**config.mk**
```make
export PLATFORM = sky130hd
export DESIGN_NAME = ordered_array_insert_delete_search
export DESIGN_NICKNAME = d
export VERILOG_FILES = /design/src/rtl/oaids_pkg.sv /design/src/rtl/ordered_array_insert_delete_search.sv /design/src/rtl/oaids_cell.sv /design/src/rtl/oaids_find.sv
export VERILOG_INCLUDE_DIRS = /design/src /design/src/rtl
export SDC_FILE = /design/constraint.sdc
export NUM_CORES = 2
export LEC_CHECK = 0
export BUFFER_PORTS_ARGS = -buffer_cell sky130_fd_sc_hd__buf_2
export CORE_ASPECT_RATIO = 0.75
export CORE_MARGIN = 3
export CORE_UTILIZATION = 50
export DETAILED_ROUTE_END_ITERATION = 16
export HOLD_SLACK_MARGIN = 0.02
export PLACE_DENSITY = 0.66
export SYNTH_ARGS = -nofsm -noshare
export SYNTH_HDL_FRONTEND = slang
export SYNTH_SLANG_ARGS = --single-unit
```
**constraint.sdc**
```tcl
create_clock -name clk -period 9.9 [get_ports clk]
set_clock_uncertainty 0.1 [all_clocks]
set_input_delay 1.485 -clock clk [delete_from_list [all_inputs] [get_ports clk]]
set_output_delay 1.485 -clock clk [all_outputs]
set_load 0.01 [all_outputs]
```
**src/rtl/assert_macros.svh**
```systemverilog
// Assertion macros shared by the ordered array RTL.
`ifndef ASSERT_MACROS_SVH
`define ASSERT_MACROS_SVH

// Check that an expression holds at every clock edge out of reset.
`define OAIDS_ASSERT(lbl, expr, msg) \
  lbl: assert property (@(posedge clk) disable iff (rst) (expr)) else $error(msg);

// Check a consequent in the same cycle as its antecedent.
`define OAIDS_ASSERT_IMP(lbl, ante, cons, msg) \
  lbl: assert property (@(posedge clk) disable iff (rst) (ante) |-> (cons)) \
    else $error(msg);

// Check a consequent in the cycle after its antecedent.
`define OAIDS_ASSERT_NXT(lbl, ante, cons, msg) \
  lbl: assert property (@(posedge clk) disable iff (rst) (ante) |=> (cons)) \
    else $error(msg);

`endif

```
**src/rtl/oaids_pkg.sv**
```systemverilog
// Types and codes shared by the ordered array modules.
package oaids_pkg;

  localparam int IN_W  = 40;
  localparam int OUT_W = 16;

  typedef enum logic [1:0] {
    MD_SEARCH = 2'd0,
    MD_APPEND = 2'd1,
    MD_INSERT = 2'd2,
    MD_DELETE = 2'd3
  } mode_t;

  typedef enum logic [1:0] {
    ST_OK        = 2'd0,
    ST_FULL      = 2'd1,
    ST_BAD_INDEX = 2'd2,
    ST_NOT_FOUND = 2'd3
  } status_t;

  // Per-item command broadcast to every cell
  typedef struct packed {
    logic app;
    logic ins;
    logic del;
  } cell_ctl_t;

  // Result item, status in the lowest bits
  typedef struct packed {
    logic [4:0] count;
    logic [3:0] found_at;
    status_t    status;
  } res_t;

endpackage

```
**src/rtl/ordered_array_insert_delete_search.sv**
```systemverilog
// Top level of the ordered array with insert, delete, append and search.
//
// Usage: items enter on the s_ group (mode, position, value) and results
// leave on the m_ group (status, found_at, count), one result per item,
// in order. Both channels use the tvalid/tready handshake.
// Append, insert and delete update the chain of cells at the edge that
// accepts the item, and their result enters the result queue at that edge;
// a new item may follow in the very next cycle unless the queue is full.
// Search compares every slot at once, then a registered tree picks the
// lowest match: s_tready stays low until the search has passed down the
// tree, so no new item enters before then, and its result enters the
// result queue as it leaves the root. The depth of that tree sets the
// search rate.
// Results go through a two-entry queue; when the receiver stalls, the
// block keeps accepting until the queue is full, then holds s_tready low.
// Reset empties the list and the queue; stored values are undefined until
// written, and no slot at or beyond the count is ever reported.
`include "assert_macros.svh"

module ordered_array_insert_delete_search #(
  parameter int CAPACITY = 16
) (
  input  logic                     clk,
  input  logic                     rst,
  input  logic                     s_tvalid,
  output logic                     s_tready,
  // mode [1:0], position [6:2], value [38:7], zero [39]
  input  logic [oaids_pkg::IN_W-1:0]  s_tdata,
  output logic                     m_tvalid,
  input  logic                     m_tready,
  // status [1:0], found_at [5:2], count [10:6], zero [15:11]
  output logic [oaids_pkg::OUT_W-1:0] m_tdata
);
  import oaids_pkg::*;

  localparam int CW = $clog2(CAPACITY + 1);
  localparam int LG = $clog2(CAPACITY);
  localparam int EW = (CW > 5) ? CW : 5;
  localparam int FW = (LG > 4) ? LG : 4;

  mode_t         in_mode;
  logic [4:0]    in_pos;
  logic [31:0]   in_val;
  logic          acc;
  logic [CW-1:0] fill;
  logic [CW-1:0] fill_next;
  logic [EW-1:0] fill_e;
  logic [EW-1:0] pos_e;
  logic [EW-1:0] fn_e;
  logic          full;
  cell_ctl_t     ctl;
  cell_ctl_t     cell_ctl;
  status_t       op_status;
  res_t          op_res;
  res_t          srch_res;
  res_t          push_res;
  logic          push;
  logic          pop;
  logic [LG:0]   tag;
  logic          root_hit;
  logic [LG-1:0] root_idx;
  logic [FW-1:0] root_e;
  logic [CAPACITY-1:0] hit;
  logic [31:0]   ent [0:CAPACITY-1];
  res_t          res_mem [0:1];
  logic          wr_ptr;
  logic          rd_ptr;
  logic [1:0]    cnt;

  // Unpack the input item
  assign in_mode = mode_t'(s_tdata[1:0]);
  assign in_pos  = s_tdata[6:2];
  assign in_val  = s_tdata[38:7];
  assign acc     = s_tvalid && s_tready;

  assign fill_e = EW'(fill);
  assign pos_e  = EW'(in_pos);
  assign full   = (fill == CW'(CAPACITY));

  // Decode the operation and check its bounds
  always_comb begin
    ctl       = '0;
    op_status = ST_OK;
    fill_next = fill;
    unique case (in_mode)
      MD_SEARCH: begin
        op_status = ST_OK;
      end
      MD_APPEND: begin
        if (full) begin
          op_status = ST_FULL;
        end else begin
          ctl.app   = 1'b1;
          fill_next = fill + CW'(1);
        end
      end
      MD_INSERT: begin
        if (pos_e > fill_e) begin
          op_status = ST_BAD_INDEX;
        end else if (full) begin
          op_status = ST_FULL;
        end else begin
          ctl.ins   = 1'b1;
          fill_next = fill + CW'(1);
        end
      end
      MD_DELETE: begin
        if (pos_e >= fill_e) begin
          op_status = ST_BAD_INDEX;
        end else begin
          ctl.del   = 1'b1;
          fill_next = fill - CW'(1);
        end
      end
      default: begin
        op_status = ST_BAD_INDEX;
      end
    endcase
  end

  assign cell_ctl = acc ? ctl : '0;

  // Track the fill count
  always_ff @(posedge clk) begin
    if (rst) begin
      fill <= '0;
    end else if (acc) begin
      fill <= fill_next;
    end
  end

  // Chain of cells, each wired to its neighbors
  genvar i;
  generate
    for (i = 0; i < CAPACITY; i++) begin : g_cell
      logic [31:0] left;
      logic [31:0] right;
      if (i == 0) begin : g_first
        assign left = in_val;
      end else begin : g_left
        assign left = ent[i-1];
      end
      if (i == CAPACITY - 1) begin : g_last
        assign right = '0;
      end else begin : g_right
        assign right = ent[i+1];
      end
      oaids_cell #(
        .CW  (CW),
        .IDX (i)
      ) u_cell (
        .clk   (clk),
        .ctl   (cell_ctl),
        .pos   (CW'(in_pos)),
        .fill  (fill),
        .value (in_val),
        .left  (left),
        .right (right),
        .entry (ent[i]),
        .match (hit[i])
      );
    end
  endgenerate

  // Reduce the match flags to the lowest hit
  oaids_find #(
    .N (CAPACITY)
  ) u_find (
    .clk   (clk),
    .hit   (hit),
    .found (root_hit),
    .idx   (root_idx)
  );

  // Follow a search down the tree
  always_ff @(posedge clk) begin
    if (rst) begin
      tag <= '0;
    end else begin
      tag <= {tag[LG-1:0], acc && (in_mode == MD_SEARCH)};
    end
  end

  // Build the result items
  assign fn_e   = EW'(fill_next);
  assign root_e = FW'(root_idx);

  always_comb begin
    op_res.status   = op_status;
    op_res.found_at = '0;
    op_res.count    = fn_e[4:0];

    srch_res.status   = root_hit ? ST_OK : ST_NOT_FOUND;
    srch_res.found_at = root_hit ? root_e[3:0] : 4'd0;
    srch_res.count    = fill_e[4:0];
  end

  assign push     = tag[LG] || (acc && (in_mode != MD_SEARCH));
  assign push_res = tag[LG] ? srch_res : op_res;
  assign pop      = m_tvalid && m_tready;

  // Result queue storage
  always_ff @(posedge clk) begin
    if (push) begin
      res_mem[wr_ptr] <= push_res;
    end
  end

  // Result queue pointers and level
  always_ff @(posedge clk) begin
    if (rst) begin
      wr_ptr <= 1'b0;
      rd_ptr <= 1'b0;
      cnt    <= 2'd0;
    end else begin
      if (push) begin
        wr_ptr <= ~wr_ptr;
      end
      if (pop) begin
        rd_ptr <= ~rd_ptr;
      end
      if (push && !pop) begin
        cnt <= cnt + 2'd1;
      end else if (pop && !push) begin
        cnt <= cnt - 2'd1;
      end
    end
  end

  // Hold input while a search runs or the queue is full
  assign s_tready = !(|tag) && (cnt != 2'd2);
  assign m_tvalid = (cnt != 2'd0);
  assign m_tdata  = {5'd0, res_mem[rd_ptr]};

  `OAIDS_ASSERT(a_fill_range, fill <= CW'(CAPACITY), "fill count above capacity")
  `OAIDS_ASSERT(a_one_search, $onehot0(tag), "more than one search in flight")
  `OAIDS_ASSERT_IMP(a_search_room, tag[LG], cnt != 2'd2, "search done with result queue full")
  `OAIDS_ASSERT_NXT(a_del_count, cell_ctl.del, fill == $past(fill) - CW'(1), "delete count slip")

endmodule

```
**src/rtl/oaids_cell.sv**
```systemverilog
// One slot of the ordered array: holds an entry, shifts with its neighbors, compares the key.
module oaids_cell #(
  parameter int CW  = 5,
  parameter int IDX = 0
) (
  input  logic                  clk,
  input  oaids_pkg::cell_ctl_t  ctl,
  input  logic [CW-1:0]         pos,
  input  logic [CW-1:0]         fill,
  input  logic [31:0]           value,
  input  logic [31:0]           left,
  input  logic [31:0]           right,
  output logic [31:0]           entry,
  output logic                  match
);
  import oaids_pkg::*;

  localparam logic [CW-1:0] IDX_C  = CW'(IDX);
  localparam logic [CW-1:0] IDX_P1 = CW'(IDX + 1);

  // Load, shift in from a neighbor, or hold
  always_ff @(posedge clk) begin
    if (ctl.app && (IDX_C == fill)) begin
      entry <= value;
    end else if (ctl.ins && (IDX_C == pos)) begin
      entry <= value;
    end else if (ctl.ins && (IDX_C > pos) && (IDX_C <= fill)) begin
      entry <= left;
    end else if (ctl.del && (IDX_C >= pos) && (IDX_P1 < fill)) begin
      entry <= right;
    end
  end

  // Flag an occupied slot that equals the key
  assign match = (entry == value) && (IDX_C < fill);

endmodule

```
**src/rtl/oaids_find.sv**
```systemverilog
// Registered reduction tree that finds the lowest flagged slot.
module oaids_find #(
  parameter int N = 16,
  localparam int LG = $clog2(N)
) (
  input  logic          clk,
  input  logic [N-1:0]  hit,
  output logic          found,
  output logic [LG-1:0] idx
);
  import oaids_pkg::*;

  localparam int N2 = 1 << LG;

  logic          lv_hit [0:LG][0:N2-1];
  logic [LG-1:0] lv_idx [0:LG][0:N2-1];

  genvar l, n;
  generate
    // Capture the match flags, pad the unused leaves
    for (n = 0; n < N2; n++) begin : g_leaf
      if (n < N) begin : g_used
        always_ff @(posedge clk) begin
          lv_hit[0][n] <= hit[n];
          lv_idx[0][n] <= LG'(n);
        end
      end else begin : g_pad
        always_ff @(posedge clk) begin
          lv_hit[0][n] <= 1'b0;
          lv_idx[0][n] <= LG'(n);
        end
      end
    end

    // Merge pairs, the lower slot wins
    for (l = 1; l <= LG; l++) begin : g_lvl
      for (n = 0; n < N2; n++) begin : g_node
        if (n < (N2 >> l)) begin : g_used
          always_ff @(posedge clk) begin
            lv_hit[l][n] <= lv_hit[l-1][2*n] | lv_hit[l-1][2*n+1];
            lv_idx[l][n] <= lv_hit[l-1][2*n] ? lv_idx[l-1][2*n] : lv_idx[l-1][2*n+1];
          end
        end else begin : g_pad
          always_ff @(posedge clk) begin
            lv_hit[l][n] <= 1'b0;
            lv_idx[l][n] <= '0;
          end
        end
      end
    end
  endgenerate

  assign found = lv_hit[LG][0];
  assign idx   = lv_idx[LG][0];

endmodule
```
==> summary.md <==
| Metric | Value |
|---|---|
| PD cells | `147 mW/mm2` |
| Number of global-route vias before repair | `24.4k` |
| # port buffers | `55` |
| Initial antenna violation count | `6` |
| Unrepaired setup endpoints after global routing | `no` |
| Global-route wire length before repair | `167000 um` |
| Yosys reg bits | `606` |
| Max_cap viols | `0` |
| Cells along the critical path | `inv_1 > ha_1 > nand3_1 > nor3_1 > a21o_1 > buf_4 > nand2_2 > nor4b_4 > buf_4 > a311o_2` |
| Worst reg-to-reg path cell count | `10` |
| Clock Path Buffers | `3` |
| Inserted Clock Buffers | `61` |
| Finish-stage setup viols | `0` |
| Layout Cells excl Fill | `4136` |
| Post-synthesis sequential area ratio | `0.479` |
| Critical Path AT | `5.28 ns` |
| Die area | `0.0763 mm2` |
| Critical path type | `register to register` |
| Hold Crit Start | `u_find.lv_hit[0][7]$_DFF_P_` |
| Initial drt markers | `3436` |
| Pre-antenna DRT Iters | `5` |
| DP Area | `0.0376 mm2` |
| Crit Reg-Reg Startpoint | `fill[2]$_SDFFE_PP0P_` |
| Leakage | `0.0142 uW` |
| FF-to-FF setup slack | `4.80 ns` |
| Post-cts sizing count | `0` |
| Status | `finished, final reports clean` |
| GRT Util Overall | `0.286` |
| Drt via density | `6.28` |
| Total core area | `0.0720 mm2` |
| GPL Wtd Cong | `1.04` |
| Max-slew violations | `0` |
| Max incr delay on CP | `0.86 ns` |
| WHS | `0.268 ns` |
| Max_slew headroom | `0.119` |
| Setup TNS Final | `0 ns` |
| Fillers | `6015` |
| Final core utilization | `0.551` |
| Placed cell count | `4022` |
| Max Clk Rate | `196 MHz` |
| Slowest cell on crit path | `a311o_2` |
| Syn Inst Count | `3224` |
| Final Cell Area | `0.0396 mm2` |
| Crit path top cell by count | `buf_4` |
| Root Driver | `clkbuf_16` |
| CP startpoint kind | `register` |
| Final net count | `3183` |
| Hold EP | `u_find.lv_idx[1][32]$_DFF_P_` |
| Ports | `62` |
| CP Capture Type | `register` |
| Syn_area_per_cell | `11.3 um2` |
| Final Cycle Share | `0.515` |
| CTS Sinks | `606` |
| Hold Path Class | `register to register` |
| Yosys cell types | `74` |
| Warnings, synthesis | `0` |
| Crit-path leading delay family | `buffers and inverters` |
| Clk pin slew, worst setup/hold paths | `0.07 ns` |
| Peak supply drop | `0.140 mV` |
| DIE HEIGHT | `240 um` |
| DR WL/cell | `27.1 um` |
| Reg2reg end | `g_cell[15].u_cell.entry[13]$_DFFE_PP_` |
| Layout cells sized above 1 | `0.206` |
| Clock latency on the worst-skew pair | `0.65 ns` |
| CTS Hold Bufs | `0` |
| Hold Fails Final Rpt | `0` |
| Detail Route Antenna Nets | `0` |
| Inserted Diodes | `0` |
| Largest net degree at the start of global routing | `66` |
| Worst Path Max Fanout | `33` |
| Die X | `318 um` |
| Worst Max-Slew Pin Slew | `1.31 ns` |
| FP Rows | `85` |
| Required time of the critical path | `10.08 ns` |
| Buffers and inverters on the worst path | `3` |
| EDFF count, synth | `534` |
| Post-CTS setup buffer count | `0` |
| Starting density of the core | `0.507` |
| Tmin final | `5.10 ns` |
| Routed vias | `26.0k` |
| Hold path depth | `1` |
| Htree depth | `2` |
| DRC viols | `0` |
| Final WL | `112000 um` |
| Gr ovfl total | `0` |
| Async SR Flop Fraction | `0` |
| Post-DP HPWL | `80900 um` |
| CTS tree | `yes` |
| Area Overhead vs Synth | `8.59%` |
| Commonest register cell after synthesis | `edfxtp_1` |
| Post-Syn Area | `0.0365 mm2` |
-- stage by stage --
step | setup WS (ns) | total power, uW
2_1_floorplan | 2.71 | 3240
3_3_place_gp | 4.35 | 3430
3_5_place_dp | 4.30 | 3440
4_1_cts | 4.93 | 5850
5_1_grt | 4.58 | 6000
6_report | 4.80 | 5840
-- flip-flops by register name, summed over array words and instances, names as in the netlist, named ones only --
| signal | flops |
|---|---|
| wr_ptr | 1 |
| u_find.lv_idx | 26 |
| rd_ptr | 1 |
| u_find.lv_hit | 31 |
| g_cell.u_cell.entry | 512 |
| res_mem | 22 |
| cnt | 2 |
| fill | 5 |
| tag | 5 |
-- layout by cell type (no fill, tap or decap), drive strengths merged, types with 4 or more instances in the layout --
master,instances
a21o,4
a21oi,190
a22o,33
a31oi,4
and3,11
buf,130
bufinv,6
clkbuf,78
clkinv,25
conb,5
dfxtp,72
edfxtp,534
ha,11
inv,29
mux2,374
mux2i,288
nand2,158
nand2b,7
nand3,34
nand4,67
nor2,220
nor2b,9
nor3,24
nor4,104
o21ai,144
o311ai,4
o31ai,6
or2,21
or3,8
or4,7
xnor2,200
xor2,318
-- power by group --
part	leakage [uW]	internal [uW]	switching (uW)	total, uW
logic	0.00766	182	390	572
registers	0.00548	2790	35.0	2830
clock network	0.00102	1390	1060	2440
total	0.0142	4360	1480	5840
-- how the worst max path moves through the flow --
stage / start / end / slack [ns] / cells past startpoint
2_1_floorplan: s_tdata[2] / g_cell[14].u_cell.entry[0]$_DFFE_PP_ / 2.71 / 7
3_5_place_dp: s_tdata[6] / g_cell[15].u_cell.entry[17]$_DFFE_PP_ / 4.30 / 10
5_1_grt: fill[2]$_SDFFE_PP0P_ / g_cell[15].u_cell.entry[13]$_DFFE_PP_ / 4.58 / 10
3_3_place_gp: s_tdata[6] / g_cell[15].u_cell.entry[19]$_DFFE_PP_ / 4.35 / 10
6_report: fill[2]$_SDFFE_PP0P_ / g_cell[15].u_cell.entry[13]$_DFFE_PP_ / 4.80 / 10
4_1_cts: fill[2]$_SDFFE_PP0P_ / g_cell[15].u_cell.entry[9]$_DFFE_PP_ / 4.93 / 10
-- metal layers --
metal	wire [um]	global-route usage	vias to the layer above
met5	13	0	-
met4	1990	0.0528	2
met3	15400	0.100	138
met2	45000	0.386	1494
met1	49800	0.440	12837
li1	-	-	11492
-- area by class of cell --
cell class                 instances  area, um2  area share
timing repair buffer             130        838      0.0211
sequential                       606      17500       0.441
tap                              957       1200      0.0302
clock inverter                    36        343     0.00865
clock buffer                      78       1730      0.0435
multi-input combinational       2304      18000       0.453
inverter                          25       93.8     0.00237
-- synthesized netlist by cell type (all sizes together), types with 3 or more instances --
| cell | number | area [um2] |
|---|---|---|
| ha | 11 | 138 |
| nand4 | 67 | 419 |
| mux2i | 288 | 2880 |
| nand2 | 158 | 596 |
| buf | 98 | 494 |
| nor2b | 9 | 56.3 |
| o41ai | 3 | 26.3 |
| o21ai | 144 | 721 |
| nor3 | 24 | 131 |
| a221o | 3 | 30.0 |
| a32o | 3 | 30.0 |
| or4 | 7 | 56.3 |
| inv | 25 | 93.8 |
| dfxtp | 72 | 1440 |
| and2 | 3 | 18.8 |
| a22o | 33 | 289 |
| or3 | 8 | 50.1 |
| nand4b | 3 | 41.3 |
| and3 | 11 | 68.8 |
| o211ai | 3 | 22.5 |
| or2 | 21 | 131 |
| a21o | 4 | 30.0 |
| mux2 | 374 | 4320 |
| a211o | 3 | 26.3 |
| edfxtp | 534 | 16000 |
| a311o | 3 | 30.0 |
| xnor2 | 200 | 1750 |
| o31ai | 6 | 45.0 |
| xor2 | 318 | 2790 |
| a31oi | 4 | 25.0 |
| nor2 | 220 | 828 |
| clkbuf | 195 | 732 |
| nand2b | 7 | 51.3 |
| a21oi | 190 | 955 |
| a211oi | 3 | 22.5 |
| a41oi | 3 | 26.3 |
| nor4 | 104 | 672 |
| o311ai | 4 | 35.0 |
| nand3 | 34 | 170 |
| o22ai | 3 | 18.8 |
-- cells by family after synthesis --
| kind of cell | after synthesis | share of synthesized area |
|---|---|---|
| other | 1 | 0.000103 |
| flip-flops | 606 | 0.479 |
| AND/OR/NAND/NOR | 683 | 0.0919 |
| AO/OA/AOI/OAI | 425 | 0.0676 |
| multiplexers | 662 | 0.197 |
| adder cells (fa/ha/maj) | 11 | 0.00377 |
| XOR/XNOR | 518 | 0.124 |
| buffers and inverters | 318 | 0.0362 |
-- worst reg2reg max path: stages (launching register included) --
cell	delay [ns]
dfxtp_1	0.73
inv_1	0.42
ha_1	0.42
nand3_1	0.20
nor3_1	0.37
a21o_1	0.13
buf_4	0.38
nand2_2	0.28
nor4b_4	0.30
buf_4	0.48
a311o_2	0.87
Power figures use the tool's default switching activity.
